===== src/rtl/b64e_pkg.sv =====
// b64e_pkg: shared types, constants and the sextet-to-character function
`timescale 1ns / 1ps

package b64e_pkg;

    // group phase codes
    localparam logic [1:0] PHASE_FIRST  = 2'd0;
    localparam logic [1:0] PHASE_SECOND = 2'd1;
    localparam logic [1:0] PHASE_THIRD  = 2'd2;

    // register map
    localparam int          APB_ADDR_W   = 3;
    localparam logic        REG_IDX_MODE = 1'b0;

    // ascii codes
    localparam logic [6:0] CH_UPPER_A = 7'h41;
    localparam logic [6:0] CH_LOWER_A = 7'h61;
    localparam logic [6:0] CH_DIGIT_0 = 7'h30;
    localparam logic [6:0] CH_PLUS    = 7'h2B;
    localparam logic [6:0] CH_SLASH   = 7'h2F;
    localparam logic [6:0] CH_MINUS   = 7'h2D;
    localparam logic [6:0] CH_UNDER   = 7'h5F;
    localparam logic [6:0] CH_PAD     = 7'h3D;

    // characters produced by one input byte, ready for the output side
    typedef struct packed {
        logic [3:0][6:0] chars;     // chars[0] goes out first
        logic [1:0]      last_idx;  // index of the last valid character
        logic            fin;       // bundle closes the message
    } t_bundle;

    // map a six-bit value onto the base64 alphabet
    function automatic logic [6:0] sextet_char(input logic [5:0] idx, input logic url);
        logic [6:0] c;
        priority if (idx < 6'd26) begin
            c = 7'(idx) + CH_UPPER_A;
        end else if (idx < 6'd52) begin
            c = 7'(idx - 6'd26) + CH_LOWER_A;
        end else if (idx < 6'd62) begin
            c = 7'(idx - 6'd52) + CH_DIGIT_0;
        end else if (idx == 6'd62) begin
            c = url ? CH_MINUS : CH_PLUS;
        end else begin
            c = url ? CH_UNDER : CH_SLASH;
        end
        return c;
    endfunction

endpackage


===== src/rtl/b64e_encode.sv =====
// b64e_encode: group state and character bundle build for each input byte
`timescale 1ns / 1ps

module b64e_encode (
    input  logic             i_clk,
    input  logic             i_rst_n,
    input  logic             i_valid,
    output logic             o_ready,
    input  logic [7:0]       i_data_byte,
    input  logic             i_final_byte,
    input  logic             i_url_safe,
    output logic             o_bundle_valid,
    output b64e_pkg::t_bundle o_bundle,
    input  logic             i_bundle_take
);
    import b64e_pkg::*;

    logic [1:0] r_phase, n_phase;
    logic [3:0] r_carry, n_carry;
    logic       r_buf_valid;
    t_bundle    r_buf, n_buf;
    logic       w_accept;

    // buffer frees up whenever the serialiser takes it this cycle
    assign o_ready        = !r_buf_valid || i_bundle_take;
    assign w_accept       = i_valid && o_ready;
    assign o_bundle_valid = r_buf_valid;
    assign o_bundle       = r_buf;

    // characters and next state for the byte on the input
    always_comb begin
        n_phase        = r_phase;
        n_carry        = r_carry;
        n_buf.chars    = '{default: CH_PAD};
        n_buf.last_idx = 2'd0;
        n_buf.fin      = i_final_byte;
        unique case (r_phase)
            PHASE_SECOND: begin
                n_buf.chars[0] = sextet_char({r_carry[1:0], i_data_byte[7:4]}, i_url_safe);
                if (i_final_byte) begin
                    n_buf.chars[1] = sextet_char({i_data_byte[3:0], 2'b00}, i_url_safe);
                    n_buf.last_idx = i_url_safe ? 2'd1 : 2'd2;
                end else begin
                    n_carry = i_data_byte[3:0];
                    n_phase = PHASE_THIRD;
                end
            end
            PHASE_THIRD: begin
                n_buf.chars[0] = sextet_char({r_carry, i_data_byte[7:6]}, i_url_safe);
                n_buf.chars[1] = sextet_char(i_data_byte[5:0], i_url_safe);
                n_buf.last_idx = 2'd1;
                n_carry        = 4'd0;
                n_phase        = PHASE_FIRST;
            end
            default: begin
                n_buf.chars[0] = sextet_char(i_data_byte[7:2], i_url_safe);
                if (i_final_byte) begin
                    n_buf.chars[1] = sextet_char({i_data_byte[1:0], 4'b0000}, i_url_safe);
                    n_buf.last_idx = i_url_safe ? 2'd1 : 2'd3;
                end else begin
                    n_carry = {2'b00, i_data_byte[1:0]};
                    n_phase = PHASE_SECOND;
                end
            end
        endcase
        if (i_final_byte) begin
            n_phase = PHASE_FIRST;
            n_carry = 4'd0;
        end
    end

    // group state and bundle buffer
    always_ff @(posedge i_clk) begin
        if (!i_rst_n) begin
            r_phase     <= PHASE_FIRST;
            r_carry     <= 4'd0;
            r_buf_valid <= 1'b0;
        end else begin
            if (w_accept) begin
                r_phase <= n_phase;
                r_carry <= n_carry;
            end
            if (w_accept) begin
                r_buf_valid <= 1'b1;
            end else if (i_bundle_take) begin
                r_buf_valid <= 1'b0;
            end
        end
    end

    // bundle payload
    always_ff @(posedge i_clk) begin
        if (w_accept) begin
            r_buf <= n_buf;
        end
    end

endmodule


===== src/rtl/b64e_serial.sv =====
// b64e_serial: sends the characters of each bundle one transfer at a time
`timescale 1ns / 1ps

module b64e_serial (
    input  logic              i_clk,
    input  logic              i_rst_n,
    input  logic              i_bundle_valid,
    input  b64e_pkg::t_bundle i_bundle,
    output logic              o_bundle_take,
    output logic              o_valid,
    input  logic              i_ready,
    output logic [6:0]        o_char,
    output logic              o_last
);
    import b64e_pkg::*;

    logic       r_valid;
    t_bundle    r_cur;
    logic [1:0] r_idx;
    logic       w_at_end;
    logic       w_done;

    assign w_at_end      = (r_idx == r_cur.last_idx);
    assign w_done        = r_valid && i_ready && w_at_end;
    assign o_bundle_take = i_bundle_valid && (!r_valid || w_done);

    assign o_valid = r_valid;
    assign o_char  = r_cur.chars[r_idx];
    assign o_last  = r_cur.fin && w_at_end;

    // character index and bundle occupancy
    always_ff @(posedge i_clk) begin
        if (!i_rst_n) begin
            r_valid <= 1'b0;
            r_idx   <= 2'd0;
        end else if (o_bundle_take) begin
            r_valid <= 1'b1;
            r_idx   <= 2'd0;
        end else if (w_done) begin
            r_valid <= 1'b0;
            r_idx   <= 2'd0;
        end else if (r_valid && i_ready) begin
            r_idx <= r_idx + 2'd1;
        end
    end

    // current bundle payload
    always_ff @(posedge i_clk) begin
        if (o_bundle_take) begin
            r_cur <= i_bundle;
        end
    end

endmodule


===== src/rtl/base64_stream_encoder.sv =====
// base64_stream_encoder: top level with stream ports and the mode register
`timescale 1ns / 1ps

// Streaming Base64 encoder. One byte is taken per transfer on the slave side,
// tlast marking the final byte of a message; one ASCII character leaves per
// transfer on the master side, tlast on the last character of the message.
// The first and second byte of a group yield one character each, the third two,
// a final byte two to four; characters leave the single output channel one per
// cycle while m_axis_tready holds high, and then a byte whose characters fit the
// free output slot is taken every cycle. A byte passes the bundle buffer, then
// the serialiser register. Register 0 (address 0, bit 0) selects the URL-safe
// alphabet without padding; write it only while the encoder is idle.

module base64_stream_encoder (
    input  logic                            i_clk,
    input  logic                            i_rst_n,
    // slave stream
    input  logic                            s_axis_tvalid,
    output logic                            s_axis_tready,
    input  logic [7:0]                      s_axis_tdata,   // [7:0] data_byte
    input  logic                            s_axis_tlast,   // final_byte
    // master stream
    output logic                            m_axis_tvalid,
    input  logic                            m_axis_tready,
    output logic [7:0]                      m_axis_tdata,   // [6:0] out_char, [7] zero
    output logic                            m_axis_tlast,   // end_of_text
    // register port
    input  logic                            psel,
    input  logic                            penable,
    input  logic                            pwrite,
    input  logic [b64e_pkg::APB_ADDR_W-1:0] paddr,
    input  logic [31:0]                     pwdata,
    output logic [31:0]                     prdata,
    output logic                            pready
);
    import b64e_pkg::*;

    logic       r_url_safe;
    logic       w_bundle_valid;
    t_bundle    w_bundle;
    logic       w_bundle_take;
    logic [6:0] w_char;

    // register access
    assign pready = 1'b1;
    assign prdata = (paddr[APB_ADDR_W-1] == REG_IDX_MODE) ? {31'd0, r_url_safe} : 32'd0;

    always_ff @(posedge i_clk) begin
        if (!i_rst_n) begin
            r_url_safe <= 1'b0;
        end else if (psel && penable && pwrite && pready
                     && paddr[APB_ADDR_W-1] == REG_IDX_MODE) begin
            r_url_safe <= pwdata[0];
        end
    end

    // byte to character bundle
    b64e_encode u_encode (
        .i_clk          (i_clk),
        .i_rst_n        (i_rst_n),
        .i_valid        (s_axis_tvalid),
        .o_ready        (s_axis_tready),
        .i_data_byte    (s_axis_tdata),
        .i_final_byte   (s_axis_tlast),
        .i_url_safe     (r_url_safe),
        .o_bundle_valid (w_bundle_valid),
        .o_bundle       (w_bundle),
        .i_bundle_take  (w_bundle_take)
    );

    // bundle to character transfers
    b64e_serial u_serial (
        .i_clk          (i_clk),
        .i_rst_n        (i_rst_n),
        .i_bundle_valid (w_bundle_valid),
        .i_bundle       (w_bundle),
        .o_bundle_take  (w_bundle_take),
        .o_valid        (m_axis_tvalid),
        .i_ready        (m_axis_tready),
        .o_char         (w_char),
        .o_last         (m_axis_tlast)
    );

    assign m_axis_tdata = {1'b0, w_char};

endmodule


===== config.mk =====
export PLATFORM = sky130hd
export DESIGN_NAME = base64_stream_encoder
export DESIGN_NICKNAME = d
export VERILOG_FILES = /design/src/rtl/b64e_pkg.sv /design/src/rtl/b64e_encode.sv /design/src/rtl/b64e_serial.sv /design/src/rtl/base64_stream_encoder.sv
export SDC_FILE = /design/constraint.sdc
export NUM_CORES = 1
export LEC_CHECK = 0
export BUFFER_PORTS_ARGS = -buffer_cell sky130_fd_sc_hd__buf_4
export CORE_MARGIN = 2
export CORE_UTILIZATION = 59
export DETAILED_ROUTE_END_ITERATION = 10
export MAX_ROUTING_LAYER = met4
export PLACE_DENSITY_LB_ADDON = 0.25
export SLEW_MARGIN = 20
export SYNTH_ARGS = -nofsm -noshare
export SYNTH_HDL_FRONTEND = slang
export SYNTH_SLANG_ARGS = --single-unit

===== constraint.sdc =====
create_clock -name i_clk -period 6.4 [get_ports i_clk]
set_input_delay 1.28 -clock i_clk [delete_from_list [all_inputs] [get_ports i_clk]]
set_output_delay 1.28 -clock i_clk [all_outputs]
set_load 0.02 [all_outputs]

== Word-level counts from Yosys, hierarchy flattened ==
Index checks and enable logic that the tools add are counted.
Cells by class
  eq/ne operators: 7
  muxes and demuxes: 42
  order comparisons: 19
  bitwise gates (word level): 2
  add/subtract/negate cells: 31
  reductions and logical operators: 15
Operators with widths (number)
  2-to-1 mux 7 bit: 26
  < comparator 6 bit (second input constant): 12
  adder 6 x 7 -> 7 bit (second input constant): 6
  adder 7 x 6 -> 7 bit (second input constant): 6
  adder 7 bit (second input constant): 6
  subtractor 6 x 5 -> 7 bit (second input constant): 6
  subtractor 6 x 6 -> 7 bit (second input constant): 6
  < comparator 6 x 5 -> 1 bit (second input constant): 6
  case mux 16 bit (2 select lines): 1
  == test 6 bit (second input constant): 4
  binary-select mux 7 bit (select 2 bit): 1
  2-to-1 mux 2 bit: 5
  logical AND 1 bit: 8
  case mux 4 bit (2 select lines): 1
  2-to-1 mux 1 bit: 5
  2-to-1 mux 4 bit: 1
  case mux 2 bit (2 select lines): 1
  nonzero test 2 bit: 2
  < comparator 2 x 3 -> 1 bit (second input constant): 1
  2-to-1 mux 3 bit: 1
  OR reduction 3 bit: 1
  adder 2 x 1 -> 2 bit (second input constant): 1
  == test 2 x 1 -> 1 bit (second input constant): 1
  == test 2 bit: 1
  other kinds (4): 7
Word-level totals
  register bits: 45

== Logic depth before layout (Yosys ltp) ==
  depth after elaboration: 7
  gate-level depth with buffers: 10
  depth with buffers taken out: 7

== Hierarchy ==
From an unflattened synthesis, not the netlist that was laid out.
Second synthesis, totals
  cell total of the unflattened synthesis: 492
  area, all modules: 4629.4 um^2
Modules (own cells, without submodules)
  b64e_encode: seq. area each 650.6 um^2, cells each 388, times used 1, area an instance 2991.6 um^2
  b64e_serial: seq. area each 991.0 um^2, cells each 63, times used 1, area an instance 1315.0 um^2
  base64_stream_encoder: seq. area each 20.0 um^2, cells each 41, times used 1, area an instance 322.8 um^2

== Worst setup path before layout ==
Ideal clock, no wire load.
  path type: input to register
  start: input s_axis_tdata[4]
  end: register u_encode.r_buf, in the netlist u_encode.o_bundle[4] (data pin)
  stages on the path: 8
  library setup time: 0.259 ns
  data required time: 6.141 ns
  setup slack: 3.148 ns
  data arrival time: 2.993 ns
  cell sequence: clkbuf_1 inv_1 ha_1 a21o_1 a21oi_4 nor3_1 a211o_1 a211o_1
RTL lines
  from (decl): RTL line base64_stream_encoder.sv:20  | input logic [7:0] s_axis_tdata,
  to (signal assigned): RTL line b64e_encode.sv:94  | r_buf <= n_buf;
  to (decl): RTL line b64e_encode.sv:21  | t_bundle r_buf, n_buf;

==> run metrics <==
routed vias 3390; register area share after synthesis 0.311; Synth area leader edfxtp_1; Commonest cells post-synth buf_4 (34), edfxtp_1 (34), nand2_1 (28); CTS max path bufs 2; area of the multi-input gates 2380 um2; skew final 0.00827 ns; Num CTS Buffers 5; post_cts resized 0; outcome finished clean; worst hold path class flop to flop; power per cell area 184 nW/um2; die width 86.3 um; PnR worst setup slack 2.77 ns; number of global-route vias before repair 3079; Final HPWL DP 6830 um; endpoint type of the worst setup path flop; # port buffers 28; WP data required 6.43 ns; Power Total 0.764 mW; fillcell total 552; Fin Setup TNS 0 ns; Reg clk slew, reported paths 0.08 ns; crit path time final 3.63 ns; internal reg-to-reg setup slack 3.64 ns; boundary pin count 95; post-synthesis cell area 3990 um2; worst-path maximum fanout 16; Yosys top cell area share 0.256; pre-CTS WS 2.56 ns; nature of the critical path startpoint input pin; placed cell count 530; Post-CTS Setup Inserts 0; layout cells sized above 1 0.113; n_diodes 0; starting density of the core 0.618; final worst-path cycle share 0.567; r2r endpoint u_encode.o_bundle[5]$_DFFE_PP_; maxcap violations 0; leakage power 1.61 nW; clock sink count 45; number of flops mapped to enable cells by yosys 34; WP data arrival 3.66 ns; CP Class input pin to flop; VDD IR max 0.0988 mV; RR Startpoint u_encode.r_carry[0]$_SDFFE_PN0P_; Final Slew Violations 0; Seq cells post-synth 45; final-report setup violation count 0; Met2 Wirelength 4650 um; RSZ-0062 raised after global routing no; initial antenna violation count 0; drt wl/cell 17.2 um; Clock Latency Late Sink 0.29 ns; Post-Route WL 9240 um; Area growth, synth to finish 4.20%; H-tree lvl count 2; Ys Warns 0; Synth Flop Type edfxtp_1; CTS tree done; max_slew headroom 0.328; ANT nets after route 0; Root Buffer Master clkbuf_8; hold endpoint u_serial.r_cur[3]$_DFFE_PP_; Max Used Layer met4; GPL Wtd Cong 0.936; row cnt 29; layout net count 533; FF-to-FF path depth 7; Final Hold Viols 0; actual slew at the worst max-slew pin 1.01 ns; Worst Hold Launch u_encode.o_bundle[3]$_DFFE_PP_; DIE AREA 7440 um2; First-pass DRT Iterations 5; CTS Hold Bufs 0; DRT iter0 DRCs 341; gate count after technology mapping 458; Avg Cell Area, Syn 8.71 um2; Fin Hold WS 0.423 ns; largest net degree at the start of global routing 28; total core area 6460 um2; vias per cell 6.30; grt total ovfl 0; fin cells 538; routed wire length on met3 664 um; wire length on met1 3820 um; DR DRC count 0; gr usage total 0.260; first-pass GRT wire length 15200 um; Distinct cells, synth 68; Max Fclk 0.275 GHz; Hold Crit Depth 0; die height 86.3 um; Async SR Flop Fraction 0; top post-synthesis cells by area edfxtp_1 (26%), ha_1 (6.9%), buf_4 (6.4%); Reg area 1240 um2
## cell usage in the layout (no fill, tap or decap), types with 8 or more instances in the layout
cell type  count
a21o_1         9
nor2b_1       15
nand2_1       28
ha_1          22
nand3_1       25
nand2b_1       8
o21ai_0       19
nor3_1        19
nor2_1        18
a21oi_1       21
xnor2_1       13
edfxtp_1      34
dfxtp_1       11
conb_1        33
a211o_1       10
inv_1         21
mux2i_1        9
buf_4         29
## where the power goes
part | switching [mW] | leakage, nW | internal, mW
clock | 0.0928 | 0.0669 | 0.141
combinational | 0.118 | 1.13 | 0.0652
sequential | 0.00971 | 0.411 | 0.337
## kinds of logic (layout without fill, tap and decap cells)
group,after synthesis,count (layout),synth area share
compound gates,127,127,0.234
simple gates,144,144,0.193
xor+xnor,18,18,0.0395
fa+ha+maj,22,22,0.0690
flops,45,45,0.311
other cells,2,33,0.00188
buf+inv,88,60,0.121
mux,12,12,0.0310
## flip-flops by register name, summed over array words and instances, names as in the netlist
name / flops
u_encode.o_bundle_valid: 1
u_encode.r_phase: 2
u_encode.o_bundle: 17
u_serial.r_idx: 2
u_serial.r_cur: 17
u_serial.o_valid: 1
r_url_safe: 1
u_encode.r_carry: 4
## stage by stage
stage / cell area, um2 / util
4_1_cts: 4160 / 0.644
3_5_place_dp: 4030 / 0.623
2_1_floorplan: 4110 / -
6_report: 4160 / 0.644
5_1_grt: 4160 / 0.644
3_3_place_gp: 4030 / 0.623
## how the worst max path moves through the flow
| stage | end | cells past startpoint | slack (ns) | from |
|---|---|---|---|---|
| 2_1_floorplan | u_encode.o_bundle[4]$_DFFE_PP_ | 8 | 3.15 | s_axis_tdata[4] |
| 6_report | u_encode.o_bundle[15]$_DFFE_PP_ | 8 | 2.77 | s_axis_tdata[2] |
| 3_5_place_dp | u_encode.o_bundle[15]$_DFFE_PP_ | 8 | 2.56 | s_axis_tdata[2] |
| 4_1_cts | u_encode.o_bundle[15]$_DFFE_PP_ | 8 | 2.88 | s_axis_tdata[2] |
| 5_1_grt | u_encode.o_bundle[15]$_DFFE_PP_ | 8 | 2.66 | s_axis_tdata[2] |
| 3_3_place_gp | u_encode.o_bundle[15]$_DFFE_PP_ | 8 | 2.62 | s_axis_tdata[2] |
## metal layers
layer,GRT usage,up-vias
met4,0.0639,0
met3,0.0238,15
met2,0.443,171
li1,-,1618
met5,-,-
met1,0.337,1586
## worst max-delay path, cell delays in order
cell       delay [ns]
buf_4            0.20
inv_1            0.10
ha_1             0.29
a21o_1           0.22
a21oi_1          0.80
a2111oi_0        0.18
a311oi_1         0.42
o22ai_1          0.16
## final cells by class
class / count / area share
flip-flops and latches: 45 / 0.298
repair buffers: 29 / 0.0523
clock buffers: 6 / 0.0226
multi-input cells: 356 / 0.573
well taps: 77 / 0.0232
clock inverters: 2 / 0.00933
inverters: 23 / 0.0211
(Power assumes the default switching activity.)
